**config.mk**
```make
export PLATFORM = sky130hd
export DESIGN_NAME = pstd_step
export DESIGN_NICKNAME = d
export VERILOG_FILES = /design/src/rtl/core/pstd_step.sv
export SDC_FILE = /design/constraint.sdc
export NUM_CORES = 2
export LEC_CHECK = 0
export BUFFER_PORTS_ARGS = -buffer_cell sky130_fd_sc_hd__buf_2
export CAP_MARGIN = 10
export CORE_AREA = 2 2 273 410
export DETAILED_ROUTE_END_ITERATION = 10
export DIE_AREA = 0 0 275 412
export GPL_TIMING_DRIVEN = 1
export HOLD_SLACK_MARGIN = 0.1
export PLACE_DENSITY = 0.69
export REMOVE_ABC_BUFFERS = 1
export SKIP_LAST_GASP = 1
export SLEW_MARGIN = 5
export SYNTH_ARGS = -nofsm -noshare
export SYNTH_HDL_FRONTEND = slang
export SYNTH_SLANG_ARGS = --single-unit
```
**constraint.sdc**
```tcl
create_clock -name clk_i -period 8.6 [get_ports clk_i]
set_clock_uncertainty 0.1 [all_clocks]
set_input_delay 0.86 -clock clk_i [delete_from_list [all_inputs] [get_ports clk_i]]
set_output_delay 0.86 -clock clk_i [all_outputs]
set_load 0.05 [all_outputs]
```
**src/rtl/core/pstd_step.sv**
```systemverilog
// pstd_step: three-stage step conversion of one axis (scale, truncate, delta, saturate)
// no package dependency; the magnitude-by-scale product is split in two partial products
module pstd_step #(
  parameter int unsigned FRAC_BITS = 16
) (
  input  logic                       clk_i,
  input  logic [FRAC_BITS+33:0]      mag_i,
  input  logic                       neg_i,
  input  logic [31:0]                scale_i,
  input  logic signed [31:0]         cur_i,
  output logic signed [31:0]         delta_o,
  output logic                       sat_o
);

  localparam int unsigned MAGW = FRAC_BITS + 34;
  localparam int unsigned HW   = MAGW - 32;
  localparam int unsigned PRW  = MAGW + 32;
  localparam int unsigned TW   = PRW - 3 * FRAC_BITS;
  localparam int unsigned CW   = (TW > 33) ? TW : 33;

  // stage e: partial products
  logic [63:0]        plo_q;
  logic [HW+31:0]     phi_q;
  logic               neg_e_q;
  logic signed [31:0] cur_e_q;

  always_ff @(posedge clk_i) begin
    plo_q   <= 64'(mag_i[31:0]) * 64'(scale_i);
    phi_q   <= (HW + 32)'(mag_i[MAGW-1:32]) * (HW + 32)'(scale_i);
    neg_e_q <= neg_i;
    cur_e_q <= cur_i;
  end

  // stage f: combine, drop fraction bits, clip the target magnitude
  logic [PRW-1:0]     prod;
  logic [CW-1:0]      t_ext;
  logic [CW-1:0]      lim;
  logic               tsat;
  logic [31:0]        t_d, t_q;
  logic               neg_f_q, tsat_q;
  logic signed [31:0] cur_f_q;

  always_comb begin
    prod  = (PRW'(phi_q) << 32) + PRW'(plo_q);
    t_ext = CW'(prod[PRW-1:3*FRAC_BITS]);
    lim   = neg_e_q ? CW'(33'h0_8000_0000) : CW'(33'h0_7fff_ffff);
    tsat  = t_ext > lim;
    t_d   = tsat ? lim[31:0] : t_ext[31:0];
  end

  always_ff @(posedge clk_i) begin
    t_q     <= t_d;
    neg_f_q <= neg_e_q;
    tsat_q  <= tsat;
    cur_f_q <= cur_e_q;
  end

  // stage g: subtract current position and clip to 32 bits
  logic signed [33:0] tgt, diff;
  logic               dsat;
  logic signed [31:0] delta_d;

  always_comb begin
    tgt  = signed'({2'b00, t_q});
    if (neg_f_q) tgt = -tgt;
    diff = tgt - 34'(cur_f_q);
    dsat = (diff[33:31] != 3'b000) && (diff[33:31] != 3'b111);
    if (dsat) begin
      delta_d = diff[33] ? 32'sh8000_0000 : 32'sh7fff_ffff;
    end else begin
      delta_d = diff[31:0];
    end
  end

  always_ff @(posedge clk_i) begin
    delta_o <= delta_d;
    sat_o   <= tsat_q | dsat;
  end

endmodule

```
==> results.yml <==
run_status:
  status: "finished clean"
sta:
  setup_viol: 0
  setup_repair_after_global_routing_missed_its_margin: "no"
  max-slew-margin-rel: 0.177
  hold_viol_final: 0
  slew_violations: 0
  final_min_period_over_clock_period: 0.924
  maxClockFrequency_ghz: 0.126
  timing.setup.tns_ps: 0
  worstMarginPinSlew_ps: 1230
  layout_min_cycle_time_ps: 7950
clock_tree:
  cts_htree_levels: 1
  path_clk_slew_ps: 70
  post_cts.resized_instances: 0
  numClockSinks: 214
  cts_made_buffers: 23
  postCtsSetupBuffers: 0
  insertion_delay_ps: 590
  cts_hold_repair.buffers: 0
  cts.root.buffer_cell: "sky130_fd_sc_hd__clkbuf_16"
  cts_tree: "done"
  cts_max_path_buffers: 3
yosys:
  postSynthCellCount: 6606
  ys_warn_count: 0
  yosys.area.top_type: "sky130_fd_sc_hd__fa_1"
  fraction_of_the_mapped_netlist_area_in_compound_gates: 0.0605
  dominantRegCellSynth: "sky130_fd_sc_hd__dfxtp_1"
  synth_top_cell_area_share: 0.460
  muxShareOfSynthArea: 0.00716
  synth_top_family_by_area: "adder cells"
  synth_enable_flop_cells: 0
  synth-seq-area-share: 0.0715
  synthTopCellsByArea: "sky130_fd_sc_hd__fa_1 (46%), sky130_fd_sc_hd__ha_1 (10%), sky130_fd_sc_hd__inv_1 (8.9%), sky130_fd_sc_hd__and2_1 (7.8%), sky130_fd_sc_hd__dfxtp_1 (7.2%)"
  number_of_distinct_library_cell_variants_in_the_gate_level_netlist_after_synthesis: 74
  yosys.area_share.adder: 0.560
  synth_most_common_cell: "sky130_fd_sc_hd__inv_1"
  synthesis.area_um2: 59900
  synth.ff_latch_count: 214
  synth-xor-area-share: 0.0234
  synth_simple_gate_area_share: 0.166
  async_set_or_reset_register_ratio_after_synthesis: 0
  synth.cells.most_frequent: "sky130_fd_sc_hd__inv_1 (1418), sky130_fd_sc_hd__fa_1 (1376), sky130_fd_sc_hd__nand2_1 (982)"
  postSynthAreaPerCell_um2: 9.07
detailed_routing:
  finalWirelength_mm: 162
  detail-route-antenna-nets: 0
  routed-via-count: 44600
  drc: 0
  wl_per_cell_um: 20.1
  post_drt_via_cell_ratio: 5.53
  drt_iter0_drc: 2491
  first_pass_iters: 5
job:
  maxCapViolCount: 0
critical_path:
  worstSetupStartpointType: "primary input"
  path_max_fanout: 20
  critical_path_arrival_ps: 8380
  criticalPathCategory: "primary input to register"
  worst_setup_path_end_kind: "register"
  cp_data_required_time_ps: 9030
placed_design:
  dp.final_hpwl_mm: 136
  port_buffers: 148
  gpl.final_weighted_congestion: 0.931
global_route:
  first_global_vias: 50100
  grt_first_pass_wirelength_mm: 263
  grt_antenna_before_repair: 2
  track_usage: 0.299
  grt_max_degree: 35
  global_route.overflow_total: 0
floorplan:
  initial_utilization: 0.546
  floorplan.die.width_um: 275
  die_h_um: 412
  ioPinCount: 149
  design.die.area_um2: 113000
  num_rows: 149
  core_area_um2: 110000
finish:
  final_nets: 8588
  antennaDiodeCount: 0
  regArea_um2: 4280
  fillerInstances: 9768
  multi_input_area_um2: 48900
  layout_overhead_on_the_synthesized_area_pct: 5.89
  fraction_of_final_layout_cells_with_drive_strength_greater_than_1: 0.0636
min_path:
  hp-class: "register to register"
## layer usage
layer  track usage  share of wire  wire (um)  vias up
met4         0.161          0.065      10600        0
li1              -              -          -    19700
met2         0.560           0.53      86200     1432
met5             0              0          0        -
met3        0.0287          0.046       7510      525
met1         0.329           0.36      57500    22900
## layout make-up
class	instances	share of cell area
Multi-Input combinational cell	4626	0.772
Tap cell	1434	0.0283
Clock buffer	24	0.00929
Sequential cell	214	0.0675
Inverter	1418	0.0839
Clock inverter	17	0.00426
Timing Repair Buffer	332	0.0350
## registers in the layout (all words and copies together), names as in the netlist
| name | cells |
|---|---|
| tsat_q | 1 |
| phi_q | 50 |
| delta_o | 32 |
| sat_o | 1 |
| neg_e_q | 1 |
| t_q | 32 |
| plo_q | 32 |
| neg_f_q | 1 |
| cur_f_q | 32 |
| cur_e_q | 32 |
## worst paths after layout
path               from    endpoint  slack, ps  depth (start not counted)
min reg2reg  cur_e_q[2]  cur_f_q[2]        220                          0
max            mag_i[8]   plo_q[62]        650                         24
min          cur_e_q[2]  cur_f_q[2]        220                          0
max reg2reg      t_q[8]  delta_o[9]       2660                         15
## critical path: stages
cell and delay [ps]:
sky130_fd_sc_hd__buf_2 450, sky130_fd_sc_hd__nand2_1 170, sky130_fd_sc_hd__fa_1 560, sky130_fd_sc_hd__inv_1 60, sky130_fd_sc_hd__fa_1 480, sky130_fd_sc_hd__fa_1 590
sky130_fd_sc_hd__fa_1 470, sky130_fd_sc_hd__fa_1 520, sky130_fd_sc_hd__fa_1 420, sky130_fd_sc_hd__fa_1 520, sky130_fd_sc_hd__fa_1 430, sky130_fd_sc_hd__ha_1 350
sky130_fd_sc_hd__a21oi_1 190, sky130_fd_sc_hd__nand2_1 80, sky130_fd_sc_hd__a2111oi_0 420, sky130_fd_sc_hd__buf_4 190, sky130_fd_sc_hd__o311ai_1 110, sky130_fd_sc_hd__buf_4 190
sky130_fd_sc_hd__a31oi_1 140, sky130_fd_sc_hd__buf_4 170, sky130_fd_sc_hd__o31a_1 160, sky130_fd_sc_hd__o21ai_1 90, sky130_fd_sc_hd__or4b_2 630, sky130_fd_sc_hd__nand3_1 100
## cells in the final DEF (no fill, tap or decap), types with 19 or more instances in the layout
cell type	instances
sky130_fd_sc_hd__mux2_2	31
sky130_fd_sc_hd__a21oi_1	166
sky130_fd_sc_hd__xor2_1	41
sky130_fd_sc_hd__o22ai_1	19
sky130_fd_sc_hd__buf_4	176
sky130_fd_sc_hd__o21ai_0	92
sky130_fd_sc_hd__ha_1	481
sky130_fd_sc_hd__clkbuf_16	23
sky130_fd_sc_hd__and2_1	749
sky130_fd_sc_hd__nand3_1	34
sky130_fd_sc_hd__o21a_1	24
sky130_fd_sc_hd__nand2_1	982
sky130_fd_sc_hd__nor2_1	92
sky130_fd_sc_hd__nor3_1	27
sky130_fd_sc_hd__nand4_1	34
sky130_fd_sc_hd__xnor2_1	118
sky130_fd_sc_hd__buf_2	148
sky130_fd_sc_hd__fa_1	1376
sky130_fd_sc_hd__a21o_1	77
sky130_fd_sc_hd__a211oi_1	26
sky130_fd_sc_hd__dfxtp_1	214
sky130_fd_sc_hd__inv_1	1418
sky130_fd_sc_hd__and3_1	19
## per-stage QoR
stage,cell area (um2),util,instances,worst slack (ps),hold WS (ps)
2_1_floorplan,58500,-,6258,928,210
3_3_place_gp,62600,0.571,8024,147,210
3_5_place_dp,62600,0.571,8024,112,212
4_1_cts,63400,0.579,8065,718,214
5_1_grt,63400,0.579,8065,254,215
6_report,63400,0.579,8065,651,217
## cells by family after synthesis
logic type / count (synthesis)
DFF: 214
buffers and inverters: 1766
adders and majority gates: 1857
muxes: 39
AOI/OAI and AO/OA: 555
and+or+nand+nor: 2015
xor gates and xnor gates: 160
Power is left out: the tool's default activity adds up to more than one toggle a clock period on the data nets, which glitch-free logic cannot reach.
