$ cat src/rtl/core/pstd_pkg.sv
// pstd_pkg: shared types, register map and constants for the pose to step delta core
// no dependencies; used by pstd_regs, pstd_trig and pose_to_step_delta_core
package pstd_pkg;

  // configuration register map (byte address = 4 * index)
  localparam int unsigned ADDR_W = 5;
  localparam int unsigned IDX_W  = 3;

  localparam logic [IDX_W-1:0] REG_TOOL_TIP   = 3'd0;
  localparam logic [IDX_W-1:0] REG_SCALE_X    = 3'd1;
  localparam logic [IDX_W-1:0] REG_SCALE_Y    = 3'd2;
  localparam logic [IDX_W-1:0] REG_SCALE_Z    = 3'd3;
  localparam logic [IDX_W-1:0] REG_SCALE_TILT = 3'd4;
  localparam logic [IDX_W-1:0] REG_SCALE_SPIN = 3'd5;

  // register reset values
  localparam logic [31:0] TOOL_TIP_RST = 32'd0;
  localparam logic [31:0] SCALE_RST    = 32'd65536;

  // q30 constants for the sine table build
  localparam logic [63:0] Q30_ONE     = 64'd1073741824;
  localparam logic [63:0] HALF_PI_Q30 = 64'd1686629713;

  // one input item
  typedef struct packed {
    logic signed [31:0] x_mm;
    logic signed [31:0] y_mm;
    logic signed [31:0] z_mm;
    logic signed [23:0] tilt_turns;
    logic signed [23:0] spin_turns;
    logic signed [31:0] cur_x_steps;
    logic signed [31:0] cur_y_steps;
    logic signed [31:0] cur_z_steps;
    logic signed [31:0] cur_tilt_steps;
    logic signed [31:0] cur_spin_steps;
  } in_t;

  // one result item
  typedef struct packed {
    logic signed [31:0] dx_steps;
    logic signed [31:0] dy_steps;
    logic signed [31:0] dz_steps;
    logic signed [31:0] dtilt_steps;
    logic signed [31:0] dspin_steps;
    logic               saturated;
  } out_t;

  // configuration seen by the datapath
  typedef struct packed {
    logic signed [31:0] tool_tip;
    logic [31:0]        scale_x;
    logic [31:0]        scale_y;
    logic [31:0]        scale_z;
    logic [31:0]        scale_tilt;
    logic [31:0]        scale_spin;
  } cfg_t;

  // sin or cos of th (q30 radians, 0 to pi/2) by taylor series, clamped to [0, 1.0]
  // only evaluated on constants while the table is built
  function automatic logic [63:0] taylor_q30(input logic [63:0] th, input logic want_cos);
    logic [63:0] th2;
    logic [63:0] ts;
    logic [63:0] tc;
    longint      ss;
    longint      cc;
    th2 = (th * th) >> 30;
    ts  = th;
    tc  = Q30_ONE;
    ss  = longint'(th);
    cc  = longint'(Q30_ONE);
    for (int n = 2; n <= 16; n += 2) begin
      tc = ((tc * th2) >> 30) / 64'((n - 1) * n);
      ts = ((ts * th2) >> 30) / 64'(n * (n + 1));
      if ((n & 2) != 0) begin
        cc = cc - longint'(tc);
        ss = ss - longint'(ts);
      end else begin
        cc = cc + longint'(tc);
        ss = ss + longint'(ts);
      end
    end
    if (ss < 0) ss = 0;
    if (ss > longint'(Q30_ONE)) ss = longint'(Q30_ONE);
    if (cc < 0) cc = 0;
    if (cc > longint'(Q30_ONE)) cc = longint'(Q30_ONE);
    return want_cos ? 64'(cc) : 64'(ss);
  endfunction

endpackage

$ cat src/rtl/core/pstd_regs.sv
// pstd_regs: apb configuration registers (tip offset and five step scales)
// depends on pstd_pkg for the register map, reset values and cfg_t
module pstd_regs (
  input  logic                          clk_i,
  input  logic                          rst_ni,
  input  logic                          psel,
  input  logic                          penable,
  input  logic                          pwrite,
  input  logic [pstd_pkg::ADDR_W-1:0]   paddr,
  input  logic [31:0]                   pwdata,
  output logic [31:0]                   prdata,
  output logic                          pready,
  output pstd_pkg::cfg_t                cfg_o
);

  pstd_pkg::cfg_t                cfg_d, cfg_q;
  logic [pstd_pkg::IDX_W-1:0]    idx;
  logic                          wr_en;

  assign idx    = paddr[pstd_pkg::ADDR_W-1:2];
  assign wr_en  = psel & penable & pwrite;
  assign pready = 1'b1;

  // write decode, unknown index ignored
  always_comb begin
    cfg_d = cfg_q;
    if (wr_en) begin
      unique case (idx)
        pstd_pkg::REG_TOOL_TIP:   cfg_d.tool_tip   = signed'(pwdata);
        pstd_pkg::REG_SCALE_X:    cfg_d.scale_x    = pwdata;
        pstd_pkg::REG_SCALE_Y:    cfg_d.scale_y    = pwdata;
        pstd_pkg::REG_SCALE_Z:    cfg_d.scale_z    = pwdata;
        pstd_pkg::REG_SCALE_TILT: cfg_d.scale_tilt = pwdata;
        pstd_pkg::REG_SCALE_SPIN: cfg_d.scale_spin = pwdata;
        default: ;
      endcase
    end
  end

  always_ff @(posedge clk_i or negedge rst_ni) begin
    if (!rst_ni) begin
      cfg_q.tool_tip   <= signed'(pstd_pkg::TOOL_TIP_RST);
      cfg_q.scale_x    <= pstd_pkg::SCALE_RST;
      cfg_q.scale_y    <= pstd_pkg::SCALE_RST;
      cfg_q.scale_z    <= pstd_pkg::SCALE_RST;
      cfg_q.scale_tilt <= pstd_pkg::SCALE_RST;
      cfg_q.scale_spin <= pstd_pkg::SCALE_RST;
    end else begin
      cfg_q <= cfg_d;
    end
  end

  // read mux
  always_comb begin
    unique case (idx)
      pstd_pkg::REG_TOOL_TIP:   prdata = cfg_q.tool_tip;
      pstd_pkg::REG_SCALE_X:    prdata = cfg_q.scale_x;
      pstd_pkg::REG_SCALE_Y:    prdata = cfg_q.scale_y;
      pstd_pkg::REG_SCALE_Z:    prdata = cfg_q.scale_z;
      pstd_pkg::REG_SCALE_TILT: prdata = cfg_q.scale_tilt;
      pstd_pkg::REG_SCALE_SPIN: prdata = cfg_q.scale_spin;
      default:                  prdata = '0;
    endcase
  end

  assign cfg_o = cfg_q;

endmodule

$ cat config.mk
export PLATFORM = sky130hd
export DESIGN_NAME = pstd_regs
export DESIGN_NICKNAME = d
export VERILOG_FILES = /design/src/rtl/core/pstd_pkg.sv /design/src/rtl/core/pstd_regs.sv
export SDC_FILE = /design/constraint.sdc
export NUM_CORES = 1
export LEC_CHECK = 0
export BUFFER_PORTS_ARGS = -buffer_cell sky130_fd_sc_hd__buf_2
export CAP_MARGIN = 15
export CORE_ASPECT_RATIO = 0.75
export CORE_MARGIN = 10
export CORE_UTILIZATION = 46
export CTS_BUF_LIST = sky130_fd_sc_hd__clkbuf_4
export DETAILED_ROUTE_END_ITERATION = 8
export GPL_TIMING_DRIVEN = 1
export HOLD_SLACK_MARGIN = 0.06
export PLACE_DENSITY = 0.75
export SLEW_MARGIN = 25
export SYNTH_ARGS = -nofsm -noshare
export SYNTH_HDL_FRONTEND = slang
export SYNTH_SLANG_ARGS = --single-unit
export TNS_END_PERCENT = 1
$ cat constraint.sdc
create_clock -name clk_i -period 1.2 [get_ports clk_i]
set_input_delay 0.18 -clock clk_i [delete_from_list [all_inputs] [get_ports clk_i]]
set_output_delay 0.18 -clock clk_i [all_outputs]
set_load 0.02 [all_outputs]
==> out/results.ini <==
[grt]
grt_pass1_wl_mm = 49.4
track_usage = 0.246
first_global_vias = 8122
antenna_found_initial = 0
overflow = 0
grt_start_max_net_pins = 50

[critical_path]
crit_path_start_kind = flip-flop
cpMaxStageDelayCell = dfrtp_1
slowest_delay_ns = 0.43
required_ns = 1.02
crit_path_start = cfg_o[181]
worstPathArrival_ns = 1.81
timing.rr.start = cfg_o[26]
crit_buf_inv = 1
cp-end-kind = output port
crit_type = flip-flop to output port
path_delay_family = flip-flops
crit_fanout = 2
path_cells = mux2_2 > a221oi_2 > a31oi_2 > buf_4

[finish]
syn_to_final_growth_pct = 58.3
nets = 1107
design_area_um2 = 14100
layout_common_cells = buf_6, mux2_2, dfrtp_1
antenna_cells = 0
largest_register_ffs = 192
stdcell_count = 1331
final_common_cell = buf_6
drive_above_1_share = 0.701
fill_cells = 1163

[clocking]
cts_root_buf = clkbuf_4
cts_sinks = 192
clk-insertion-delay-late_ns = 0.57
htreeDepth = 4
cts_buffer_depth = 2
cts.clk_slew.worst_paths_ns = 0.17
cts_tree = yes
cts-buffers-inserted = 17

[yosys]
synth.area.top_cells = dfrtp_1, mux2_2, mux2i_1
synth-main-ff-cell = dfrtp_1
synth.avg_cell_area_um2 = 14.2
yosysSeqAreaShare = 0.539
yosysUniqueCellTypes = 29
ys_seq_elements = 192
syn_inst = 630
synth_edf_count = 0
synth_area_um2 = 8930
synth.net_count = 672
synth_warnings = 0
synth.top_cell.area_share = 0.524
async_flop_share = 1.00
synth_top_cell_by_area = dfrtp_1

[sta]
fin_tns_setup_ns = -60.86
slew_violations = 0
fin_skew_ns = 0
fmax_ghz = 0.502
report.final.setup_viol = 224
min_period_ns = 1.99
fin_ws_ns = -0.791
rsz0062_at_grt = true
holdWs_ns = 0.100
hold_violations = 0
period_share = 1.66

[die]
initial_core_util = 0.465
die-area_um2 = 25400
ioPinCount = 267
die_w_um = 181
core_um2 = 19200
die_h_um = 141
row_count = 44

[run_status]
status = finished with violations
violations = setup timing

[drt]
viasPerCell = 5.55
wl_per_cell_um = 24.5
antenna_left = 0
drt-pass1-iter-count = 5
drt_wl_total_mm = 32.6
initialDrtViolationCount = 512
vias = 7386
drcViolationCount = 0

[place]
io_buffers = 263
dp_cells = 1262
place_congestion = 0.809
place_area_um2 = 11900
dpl.hpwl_mm = 21.2

[power]
p_leak_nw = 6.69
power_density_nw_per_um2 = 1560
irDropWorstVdd_mv = 1.26

[run]
timing.max_cap.violations = 0

[hold_path]
holdCritPathClass = input port to asynchronous set/reset pin

[stage by stage]
| stage | worst slack [ns] | power (mW) | utilization |
|---|---|---|---|
| 6_report | -0.791 | 22.1 | 0.736 |
| 5_1_grt | -0.897 | 23.1 | 0.736 |
| 4_1_cts | -0.790 | 21.3 | 0.714 |
| 3_5_place_dp | -0.488 | 16.3 | 0.622 |
| 3_3_place_gp | -0.449 | 16.1 | 0.622 |
| 2_1_floorplan | -0.206 | 12.6 | - |
[worst reg2reg max path: stages (launching register included)]
cell and delay [ns]:
dfrtp_1 0.42, buf_4 0.14, buf_6 0.11, mux2_2 0.25
[metal layers]
metal  vias up  share of wire  GRT usage  wire [um]
li1       3211              -          -          -
met1      3813           0.42      0.307      13600
met2       325           0.49      0.409      16100
met3        37          0.077     0.0731       2520
met4         0          0.013     0.0659        437
met5         -              0          0          0
[final timing paths]
kind	endpoint	slack, ns	cells after the start
setup / recovery	prdata[21]	-0.79	4
hold / removal	cfg_o[102]	0.10	2
setup reg to reg	cfg_o[26]	0.19	3
hold reg to reg	cfg_o[29]	0.53	1
max in group asynchronous	cfg_o[133]	0.26	3
min in group clk_i	cfg_o[183]	0.32	5
[final cells by class]
cell class / count / area (um2) / share of cell area
Clock buffer: 20 / 150 / 0.0106
Clock inverter: 12 / 105 / 0.00743
Inverter: 1 / 3.75 / 0.000266
Multi-Input combinational cell: 390 / 4150 / 0.294
Sequential cell: 192 / 4810 / 0.340
Tap cell: 253 / 317 / 0.0224
Timing Repair Buffer: 463 / 4600 / 0.325
[power breakdown]
part           internal, mW  leakage, nW  switching (mW)
Combinational          5.25         4.12            4.53
Sequential             7.75         2.44            1.17
Clock                 0.942        0.124            2.41
[cell usage after synthesis, types with 3 or more instances]
cell,n
nor2_4,4
mux2_1,8
dfrtp_1,187
buf_6,13
buf_4,16
a21oi_1,6
mux2i_1,29
buf_2,11
or3_1,7
mux2_2,226
clkbuf_1,7
dfstp_2,5
a221oi_1,20
nor2_1,3
nand3_1,3
a31oi_1,19
o221ai_1,10
nand2_1,39
and3b_1,3
[timing repair]
item | in CTS | in global routing
gates resized for setup | 344 | 117
pin swaps | 6 | 2
endpoints found under the setup margin | 224 | 224
hold buffers | 33 | 1
hold endpoints to repair | 384 | 1
setup buffers | 3 | 0
[kinds of logic (layout without fill, tap and decap cells)]
| logic type | after synthesis | in the layout | share of synthesized area |
|---|---|---|---|
| AND/OR/NAND/NOR | 66 | 66 | 0.0430 |
| other | 1 | 1 | 0.000420 |
| AO/OA/AOI/OAI | 60 | 60 | 0.0510 |
| flip-flops | 192 | 192 | 0.539 |
| buffers and inverters | 48 | 496 | 0.0394 |
| multiplexers | 263 | 263 | 0.328 |
(Power assumes the default switching activity.)
